`src/rtl/fitk_pkg.sv`:
```
// Shared types and constants for the frequent item top-k block.
// Used by fitk_cell and frequent_item_top_k; depends on nothing else.
`default_nettype none

package fitk_pkg;

   localparam int DEPTH_DEFAULT = 16;

   // Field widths fixed by the interface.
   localparam int ID_W    = 16;
   localparam int CNT_W   = 16;
   localparam int LEN_W   = 10;
   localparam int RANK_W  = 4;
   localparam int FILL_W  = 5;
   localparam int NUM_W   = 16;
   localparam int THR_W   = 10;
   localparam int SIZE_W  = 5;
   localparam int CSR_W   = 16;
   localparam int CSR_IDX_W = 3;

   // Products of a count with 1000, and of a threshold with the structure
   // total, both fit in 26 bits.
   localparam int PROD_W    = 26;
   localparam int OCC_SCALE = 1000;

   // Reset values of the configuration registers.
   localparam logic [NUM_W-1:0]  NUM_STRUCTS_RST = 16'd1000;
   localparam logic [THR_W-1:0]  COMMON_THR_RST  = 10'd500;
   localparam logic [THR_W-1:0]  FREQ_THR_RST    = 10'd100;
   localparam logic [LEN_W-1:0]  MIN_LENGTH_RST  = 10'd0;
   localparam logic [SIZE_W-1:0] ACTIVE_SIZE_RST = 5'd10;

   // Configuration register indexes.
   localparam logic [CSR_IDX_W-1:0] CSR_NUM_STRUCTS = 3'd0;
   localparam logic [CSR_IDX_W-1:0] CSR_COMMON_THR  = 3'd1;
   localparam logic [CSR_IDX_W-1:0] CSR_FREQ_THR    = 3'd2;
   localparam logic [CSR_IDX_W-1:0] CSR_MIN_LENGTH  = 3'd3;
   localparam logic [CSR_IDX_W-1:0] CSR_ACTIVE_SIZE = 3'd4;

   typedef enum logic [1:0] {
      KIND_OFFER = 2'd0,
      KIND_READ  = 2'd1,
      KIND_CLEAR = 2'd2
   } kind_type;

   typedef enum logic [2:0] {
      CAT_SHORT   = 3'd0,
      CAT_COMMON  = 3'd1,
      CAT_KEPT    = 3'd2,
      CAT_DROPPED = 3'd3,
      CAT_RARE    = 3'd4
   } category_type;

   typedef struct packed {
      kind_type              kind;
      logic [ID_W-1:0]       item_id;
      logic [CNT_W-1:0]      occurrence;
      logic [LEN_W-1:0]      item_length;
      logic [RANK_W-1:0]     rank;
   } req_type;

   typedef struct packed {
      category_type          category;
      logic                  evicted_valid;
      logic [ID_W-1:0]       evicted_id;
      logic [CNT_W-1:0]      evicted_count;
      logic                  entry_valid;
      logic [ID_W-1:0]       entry_id;
      logic [CNT_W-1:0]      entry_count;
      logic [FILL_W-1:0]     fill_level;
   } rsp_type;

   // Broadcast to every cell of the list.
   typedef struct packed {
      logic                  ins;
      logic [ID_W-1:0]       id;
      logic [CNT_W-1:0]      count;
   } bcast_type;

   // What one cell hands to its right-hand neighbour.
   typedef struct packed {
      logic                  gt;
      logic [ID_W-1:0]       id;
      logic [CNT_W-1:0]      count;
   } link_type;

endpackage

`default_nettype wire

```
`src/rtl/fitk_cell.sv`:
```
// One entry of the sorted list: holds an id and a count and shifts right on insert.
// Depends on fitk_pkg.
`default_nettype none

module fitk_cell (
   input  wire logic                 clock,
   input  wire fitk_pkg::bcast_type  bcast,
   input  wire logic                 live,
   input  wire logic                 upd,
   input  wire fitk_pkg::link_type   prev,
   output fitk_pkg::link_type        nxt
);

   logic [fitk_pkg::ID_W-1:0]  id_ff;
   logic [fitk_pkg::CNT_W-1:0] count_ff;
   logic [fitk_pkg::ID_W-1:0]  id_in;
   logic [fitk_pkg::CNT_W-1:0] count_in;
   logic                       gt;

   // A held entry stays ahead of the new item only when strictly greater.
   assign gt = live && (count_ff > bcast.count);

   always_comb begin
      id_in    = id_ff;
      count_in = count_ff;
      if (bcast.ins && upd && !gt) begin
         if (prev.gt) begin
            id_in    = bcast.id;
            count_in = bcast.count;
         end else begin
            id_in    = prev.id;
            count_in = prev.count;
         end
      end
   end

   always_ff @(posedge clock) begin
      id_ff    <= id_in;
      count_ff <= count_in;
   end

   assign nxt.gt    = gt;
   assign nxt.id    = id_ff;
   assign nxt.count = count_ff;

endmodule

`default_nettype wire

```
`src/rtl/frequent_item_top_k.sv`:
```
// Frequent item classifier with a top-k list held in a row of fitk_cell entries.
// Latency: a word's result is registered at the edge that accepts it and shown the next cycle.
// Throughput: one word per cycle while rsp_stall is low; the row of cells compares and shifts
// a whole insert at once. The input side stalls only while the result side does.
// Reset (synchronous) restores the configuration defaults and empties the list;
// the stored entries themselves are not cleared, so there is no clearing pass.
`default_nettype none

module frequent_item_top_k #(
   parameter int DEPTH = fitk_pkg::DEPTH_DEFAULT
) (
   input  wire logic                            clock,
   input  wire logic                            reset,
   input  wire logic                            req_valid,
   output logic                                 req_stall,
   input  wire fitk_pkg::req_type               req_data,
   output logic                                 rsp_valid,
   input  wire logic                            rsp_stall,
   output fitk_pkg::rsp_type                    rsp_data,
   input  wire logic                            csr_we,
   input  wire logic [fitk_pkg::CSR_IDX_W-1:0]  csr_index,
   input  wire logic [fitk_pkg::CSR_W-1:0]      csr_wdata
);

   localparam int FW = fitk_pkg::FILL_W;
   localparam int CW = ($clog2(DEPTH + 1) > FW) ? $clog2(DEPTH + 1) : FW;

   function automatic logic [FW-1:0] clamp_cap(input logic [fitk_pkg::SIZE_W-1:0] size);
      logic [FW-1:0] c;
      c = FW'(size);
      if (size == '0) c = FW'(1);
      if (int'(size) > DEPTH) c = FW'(DEPTH);
      return c;
   endfunction

   // Configuration.
   logic [fitk_pkg::NUM_W-1:0]  num_structs_ff;
   logic [fitk_pkg::THR_W-1:0]  common_thr_ff;
   logic [fitk_pkg::THR_W-1:0]  freq_thr_ff;
   logic [fitk_pkg::LEN_W-1:0]  min_length_ff;
   logic [FW-1:0]               cap_ff;
   logic [fitk_pkg::PROD_W-1:0] common_lim_ff;
   logic [fitk_pkg::PROD_W-1:0] freq_lim_ff;
   logic [fitk_pkg::PROD_W-1:0] common_lim_in;
   logic [fitk_pkg::PROD_W-1:0] freq_lim_in;
   logic [FW-1:0]               cap_new;

   // List control and result register.
   logic [FW-1:0]               filled_ff;
   logic [FW-1:0]               filled_in;
   logic [FW-1:0]               n_ins;
   logic                        rsp_valid_ff;
   logic                        rsp_valid_in;
   fitk_pkg::rsp_type           rsp_data_ff;
   fitk_pkg::rsp_type           rsp_in;
   logic                        req_accept;

   fitk_pkg::bcast_type         bcast;
   fitk_pkg::link_type          links [DEPTH];
   logic [DEPTH-1:0]            live;
   logic [DEPTH-1:0]            upd;

   logic [fitk_pkg::PROD_W-1:0] lhs;
   logic                        full;
   logic [fitk_pkg::ID_W-1:0]   last_id;
   logic [fitk_pkg::CNT_W-1:0]  last_count;
   logic [fitk_pkg::ID_W-1:0]   sel_id;
   logic [fitk_pkg::CNT_W-1:0]  sel_count;

   assign req_stall  = rsp_valid_ff && rsp_stall;
   assign req_accept = req_valid && !req_stall;
   assign rsp_valid  = rsp_valid_ff;
   assign rsp_data   = rsp_data_ff;

   // The threshold limits are kept as products, refreshed when either factor is written.
   assign cap_new = clamp_cap(csr_wdata[fitk_pkg::SIZE_W-1:0]);

   always_comb begin
      common_lim_in = common_lim_ff;
      freq_lim_in   = freq_lim_ff;
      if (csr_we) begin
         case (csr_index)
            fitk_pkg::CSR_NUM_STRUCTS: begin
               common_lim_in = fitk_pkg::PROD_W'(common_thr_ff)
                             * fitk_pkg::PROD_W'(csr_wdata[fitk_pkg::NUM_W-1:0]);
               freq_lim_in   = fitk_pkg::PROD_W'(freq_thr_ff)
                             * fitk_pkg::PROD_W'(csr_wdata[fitk_pkg::NUM_W-1:0]);
            end
            fitk_pkg::CSR_COMMON_THR: begin
               common_lim_in = fitk_pkg::PROD_W'(csr_wdata[fitk_pkg::THR_W-1:0])
                             * fitk_pkg::PROD_W'(num_structs_ff);
            end
            fitk_pkg::CSR_FREQ_THR: begin
               freq_lim_in = fitk_pkg::PROD_W'(csr_wdata[fitk_pkg::THR_W-1:0])
                           * fitk_pkg::PROD_W'(num_structs_ff);
            end
            default: ;
         endcase
      end
   end

   always_ff @(posedge clock) begin
      if (reset) begin
         num_structs_ff <= fitk_pkg::NUM_STRUCTS_RST;
         common_thr_ff  <= fitk_pkg::COMMON_THR_RST;
         freq_thr_ff    <= fitk_pkg::FREQ_THR_RST;
         min_length_ff  <= fitk_pkg::MIN_LENGTH_RST;
         cap_ff         <= clamp_cap(fitk_pkg::ACTIVE_SIZE_RST);
         common_lim_ff  <= fitk_pkg::PROD_W'(fitk_pkg::COMMON_THR_RST)
                         * fitk_pkg::PROD_W'(fitk_pkg::NUM_STRUCTS_RST);
         freq_lim_ff    <= fitk_pkg::PROD_W'(fitk_pkg::FREQ_THR_RST)
                         * fitk_pkg::PROD_W'(fitk_pkg::NUM_STRUCTS_RST);
      end else begin
         common_lim_ff <= common_lim_in;
         freq_lim_ff   <= freq_lim_in;
         if (csr_we) begin
            case (csr_index)
               fitk_pkg::CSR_NUM_STRUCTS: num_structs_ff <= csr_wdata[fitk_pkg::NUM_W-1:0];
               fitk_pkg::CSR_COMMON_THR:  common_thr_ff  <= csr_wdata[fitk_pkg::THR_W-1:0];
               fitk_pkg::CSR_FREQ_THR:    freq_thr_ff    <= csr_wdata[fitk_pkg::THR_W-1:0];
               fitk_pkg::CSR_MIN_LENGTH:  min_length_ff  <= csr_wdata[fitk_pkg::LEN_W-1:0];
               fitk_pkg::CSR_ACTIVE_SIZE: cap_ff         <= cap_new;
               default: ;
            endcase
         end
      end
   end

   // Entries at the rank asked for, and at the last place of the capacity.
   always_comb begin
      sel_id     = '0;
      sel_count  = '0;
      last_id    = '0;
      last_count = '0;
      for (int i = 0; i < DEPTH; i++) begin
         if (CW'(i) == CW'(req_data.rank)) begin
            sel_id    = links[i].id;
            sel_count = links[i].count;
         end
         if (CW'(i) == CW'(cap_ff) - CW'(1)) begin
            last_id    = links[i].id;
            last_count = links[i].count;
         end
      end
   end

   assign lhs   = fitk_pkg::PROD_W'(req_data.occurrence) * fitk_pkg::PROD_W'(fitk_pkg::OCC_SCALE);
   assign full  = filled_ff >= cap_ff;
   // With a full list the last entry is evicted, so the insert sees one entry fewer.
   assign n_ins = full ? cap_ff - FW'(1) : filled_ff;

   always_comb begin
      bcast.ins    = 1'b0;
      bcast.id     = req_data.item_id;
      bcast.count  = req_data.occurrence;
      rsp_in       = '0;
      filled_in    = filled_ff;
      if (req_accept) begin
         case (req_data.kind)
            fitk_pkg::KIND_OFFER: begin
               if (min_length_ff != '0 && req_data.item_length < min_length_ff) begin
                  rsp_in.category = fitk_pkg::CAT_SHORT;
               end else if (lhs >= common_lim_ff) begin
                  rsp_in.category = fitk_pkg::CAT_COMMON;
               end else if (lhs >= freq_lim_ff) begin
                  if (full && req_data.occurrence <= last_count) begin
                     rsp_in.category = fitk_pkg::CAT_DROPPED;
                  end else begin
                     rsp_in.category = fitk_pkg::CAT_KEPT;
                     bcast.ins       = 1'b1;
                     filled_in       = n_ins + FW'(1);
                     if (full) begin
                        rsp_in.evicted_valid = 1'b1;
                        rsp_in.evicted_id    = last_id;
                        rsp_in.evicted_count = last_count;
                     end
                  end
               end else begin
                  rsp_in.category = fitk_pkg::CAT_RARE;
               end
            end
            fitk_pkg::KIND_READ: begin
               if (FW'(req_data.rank) < filled_ff) begin
                  rsp_in.entry_valid = 1'b1;
                  rsp_in.entry_id    = sel_id;
                  rsp_in.entry_count = sel_count;
               end
            end
            fitk_pkg::KIND_CLEAR: begin
               filled_in = '0;
            end
            default: ;
         endcase
         rsp_in.fill_level = filled_in;
      end
      // Lowering the capacity drops the lowest ranked entries.
      if (csr_we && csr_index == fitk_pkg::CSR_ACTIVE_SIZE && filled_in > cap_new) begin
         filled_in = cap_new;
      end
   end

   assign rsp_valid_in = req_accept || (rsp_valid_ff && rsp_stall);

   always_ff @(posedge clock) begin
      if (reset) begin
         filled_ff    <= '0;
         rsp_valid_ff <= 1'b0;
      end else begin
         filled_ff    <= filled_in;
         rsp_valid_ff <= rsp_valid_in;
      end
   end

   always_ff @(posedge clock) begin
      if (req_accept) begin
         rsp_data_ff <= rsp_in;
      end
   end

   // Row of cells; cell zero sees an always-greater left neighbour.
   for (genvar g = 0; g < DEPTH; g++) begin : g_cell
      fitk_pkg::link_type prev;

      assign live[g] = CW'(g) < CW'(filled_ff);
      assign upd[g]  = CW'(g) <= CW'(n_ins);

      if (g == 0) begin : g_head
         assign prev = '{gt: 1'b1, id: '0, count: '0};
      end else begin : g_body
         assign prev = links[g-1];
      end

      fitk_cell u_cell (
         .clock (clock),
         .bcast (bcast),
         .live  (live[g]),
         .upd   (upd[g]),
         .prev  (prev),
         .nxt   (links[g])
      );
   end

   // The fill count never runs past the capacity in use.
   a_fill_in_cap : assert property (@(posedge clock) disable iff (reset)
      filled_ff <= cap_ff)
      else $error("fill count above capacity");

   // Held entries stay in descending order of count.
   for (genvar g = 0; g < DEPTH - 1; g++) begin : g_order
      a_sorted : assert property (@(posedge clock) disable iff (reset)
         (CW'(g + 1) < CW'(filled_ff)) |-> (links[g].count >= links[g+1].count))
         else $error("list out of order");
   end

   // An offer without a configuration write beside it never shrinks the list.
   a_offer_grows : assert property (@(posedge clock) disable iff (reset)
      (req_accept && req_data.kind == fitk_pkg::KIND_OFFER && !csr_we)
         |=> (filled_ff >= $past(filled_ff)))
      else $error("offer shrank the list");

   // A clear shows an empty list in its result word.
   a_clear_empty : assert property (@(posedge clock) disable iff (reset)
      (req_accept && req_data.kind == fitk_pkg::KIND_CLEAR)
         |=> (rsp_valid_ff && rsp_data_ff.fill_level == '0))
      else $error("clear left entries");

   // An eviction only comes with a kept frequent item.
   a_evict_kept : assert property (@(posedge clock) disable iff (reset)
      (rsp_valid_ff && rsp_data_ff.evicted_valid)
         |-> (rsp_data_ff.category == fitk_pkg::CAT_KEPT))
      else $error("eviction without insert");

endmodule

`default_nettype wire

```
`config.mk`:
```
export PLATFORM = sky130hd
export DESIGN_NAME = frequent_item_top_k
export DESIGN_NICKNAME = d
export VERILOG_FILES = /design/src/rtl/fitk_pkg.sv /design/src/rtl/fitk_cell.sv /design/src/rtl/frequent_item_top_k.sv
export SDC_FILE = /design/constraint.sdc
export NUM_CORES = 2
export LEC_CHECK = 0
export BUFFER_PORTS_ARGS = -buffer_cell sky130_fd_sc_hd__buf_2
export CAP_MARGIN = 20
export CORE_MARGIN = 5
export CORE_UTILIZATION = 42
export DETAILED_ROUTE_END_ITERATION = 7
export PLACE_DENSITY = 0.63
export SLEW_MARGIN = 20
export SYNTH_ARGS = -nofsm -noshare
export SYNTH_HDL_FRONTEND = slang
export SYNTH_HIERARCHICAL = 1
export SYNTH_SLANG_ARGS = --single-unit
```
`constraint.sdc`:
```
create_clock -name clock -period 21.5 [get_ports clock]
set_input_delay 1.075 -clock clock [delete_from_list [all_inputs] [get_ports clock]]
set_output_delay 1.075 -clock clock [all_outputs]
set_load 0.03 [all_outputs]
```
==> results.py <==
metrics = {
    "floorplanning": {
        "start_util": 0.422,
        "die_width_um": 400,
        "core_mm2": 0.152,
        "fp.dieArea_mm2": 0.160,
        "rows": 143,
        "num_io_pins": 148,
        "die_y_um": 400,
    },
    "placed_design": {
        "port_buffers": 147,
        "dp.cells": 8417,
        "dpl.hpwl_um": 164000,
        "gp_congestion": 0.995,
    },
    "critical_path": {
        "path_max_fanout": 38,
        "cp-start-kind": "input port",
        "cp.required_ns": 21.89,
        "slowest_stage": "nor2b_1",
        "cp_top_family": "compound AO/OA/AOI/OAI gates",
        "critPathArrivalTime_ns": 10.21,
        "path_class": "in2reg",
        "worstSetupEndpointType": "flop",
        "crit_buf_inv": 6,
        "critPathMaxStageDelay_ns": 0.66,
    },
    "timing": {
        "hold_viol_final": 0,
        "tightest_slew_ns": 1.21,
        "final.period_utilization": 0.457,
        "rsz0062_at_grt": "no",
        "setup-tns-final_ns": 0,
        "finClkSkew_ns": 0.0760,
        "setup_viol": 0,
        "relSlewSlack": 0.175,
        "max_clock_freq_mhz": 102,
        "slew_violations": 0,
        "fin_crit_ns": 9.82,
    },
    "clock_network": {
        "postCtsHoldBufs": 0,
        "path_clk_slew_ns": 0.06,
        "cts_tree": "done",
        "cts_buffers": 85,
        "clk_path_buf_depth": 3,
        "cts_root_buffer": "clkbuf_16",
        "clk_latency_ns": 0.74,
        "cts_resized": 0,
        "clock-sinks": 695,
        "htree_levels": 3,
        "post-cts-setup-buffers": 0,
    },
    "global_routing": {
        "grt_pass1_vias": 51400,
        "grt_usage": 0.264,
        "grt_antenna_before_repair": 15,
        "grt-ovfl-total": 0,
        "grt_pass1_wl_um": 329000,
        "grt_max_degree": 97,
    },
    "flow_run": {
        "cap_violations": 0,
    },
    "finish": {
        "final_common_cell": "inv_1",
        "regArea_mm2": 0.0198,
        "area_growth_pct": 9.20,
        "multi_input_area_mm2": 0.0401,
        "drive_gt1_frac": 0.157,
        "instances_no_fill": 8582,
        "nets": 7513,
        "fillers": 14300,
        "final_cell_mix": "778 x inv_1, 656 x nand2_1, 586 x edfxtp_1",
    },
    "power": {
        "ir_drop_uv": 102,
        "power.density_mw_per_mm2": 80.1,
        "power_leakage_nw": 28.6,
    },
    "route": {
        "drt-initial-drc-count": 5678,
        "first_pass_iters": 7,
        "drc": 0,
        "num_vias": 52400,
        "viasPerCell": 6.10,
        "drt_wl_total_um": 218000,
        "ant_nets": 0,
        "wire_per_inst_um": 25.4,
    },
    "hold_path": {
        "hp-class": "reg2reg",
    },
    "yosys": {
        "syn_area_mm2": 0.0640,
        "synth_cells": 6450,
        "yosysWarningCount": 6,
        "syn_area_per_cell_um2": 9.92,
    },
    "outcome": {
        "outcome": "completed",
    },
}
==> worst paths after layout <==
kind	start	endpoint	slack, ns	depth (start not counted)
worst min register to register	common_lim_ff[3]	common_lim_ff[3]	0.46	2
worst min-delay path	common_lim_ff[3]	common_lim_ff[3]	0.46	2
worst max register to register	cap_ff[0]	g_cell[15].u_cell/id_ff[15]	11.84	25
worst max-delay path	req_data[14]	g_cell[15].u_cell/id_ff[15]	11.68	30
==> routing by layer <==
metal,GRT usage,share of wire,vias to the layer above
met5,0,0.00012,-
met4,0.103,0.043,4
met3,0.0631,0.11,450
met2,0.383,0.42,2701
met1,0.381,0.43,26000
li1,-,-,23200
==> metrics by stage <==
step / worst slack (ns) / total power, mW / hold slack (ns) / instance area [um2] / util
2_1_floorplan: 11.99 / 3.34 / 0.432 / 64100 / -
3_3_place_gp: 11.21 / 4.03 / 0.443 / 67000 / 0.442
3_5_place_dp: 11.04 / 4.07 / 0.447 / 67000 / 0.442
4_1_cts: 11.80 / 5.58 / 0.454 / 69900 / 0.461
5_1_grt: 11.13 / 5.98 / 0.469 / 69900 / 0.461
6_report: 11.68 / 5.60 / 0.456 / 69900 / 0.461
==> flip-flops by register name, summed over array words and instances (netlist names) <==
name and cells:
cap_ff 5, freq_thr_ff 10, g_cell.u_cell/count_ff 256, rsp_data 74, num_structs_ff 16, g_cell.u_cell/id_ff 256, freq_lim_ff 26, min_length_ff 10
filled_ff 5, rsp_valid 1, common_lim_ff 26, common_thr_ff 10
==> worst reg2reg max path: cells and delay by family (launching register included) <==
kind | cells | cell delay [ns]
AO/OA/AOI/OAI | 6 | 2.83
AND/OR/NAND/NOR | 11 | 3.61
buffers and inverters | 5 | 1.74
XOR/XNOR | 1 | 0.14
flip-flops | 1 | 0.43
adder cells (fa/ha/maj) | 2 | 0.61
==> final cells by class <==
class / count / area share
Clock buffer: 108 / 0.0324
Multi-Input combinational cell: 4636 / 0.573
Inverter: 780 / 0.0419
Clock inverter: 49 / 0.00847
Sequential cell: 695 / 0.283
Antenna cell: 8 / 0.000286
Timing Repair Buffer: 276 / 0.0245
Tap cell: 2030 / 0.0363
==> where the power goes <==
part | internal [mW] | switching [mW]
logic | 0.992 | 1.57
registers | 1.50 | 0.0379
clock network | 0.842 | 0.656
total | 3.33 | 2.27
Note: power is estimated with default switching activity, not from simulation.
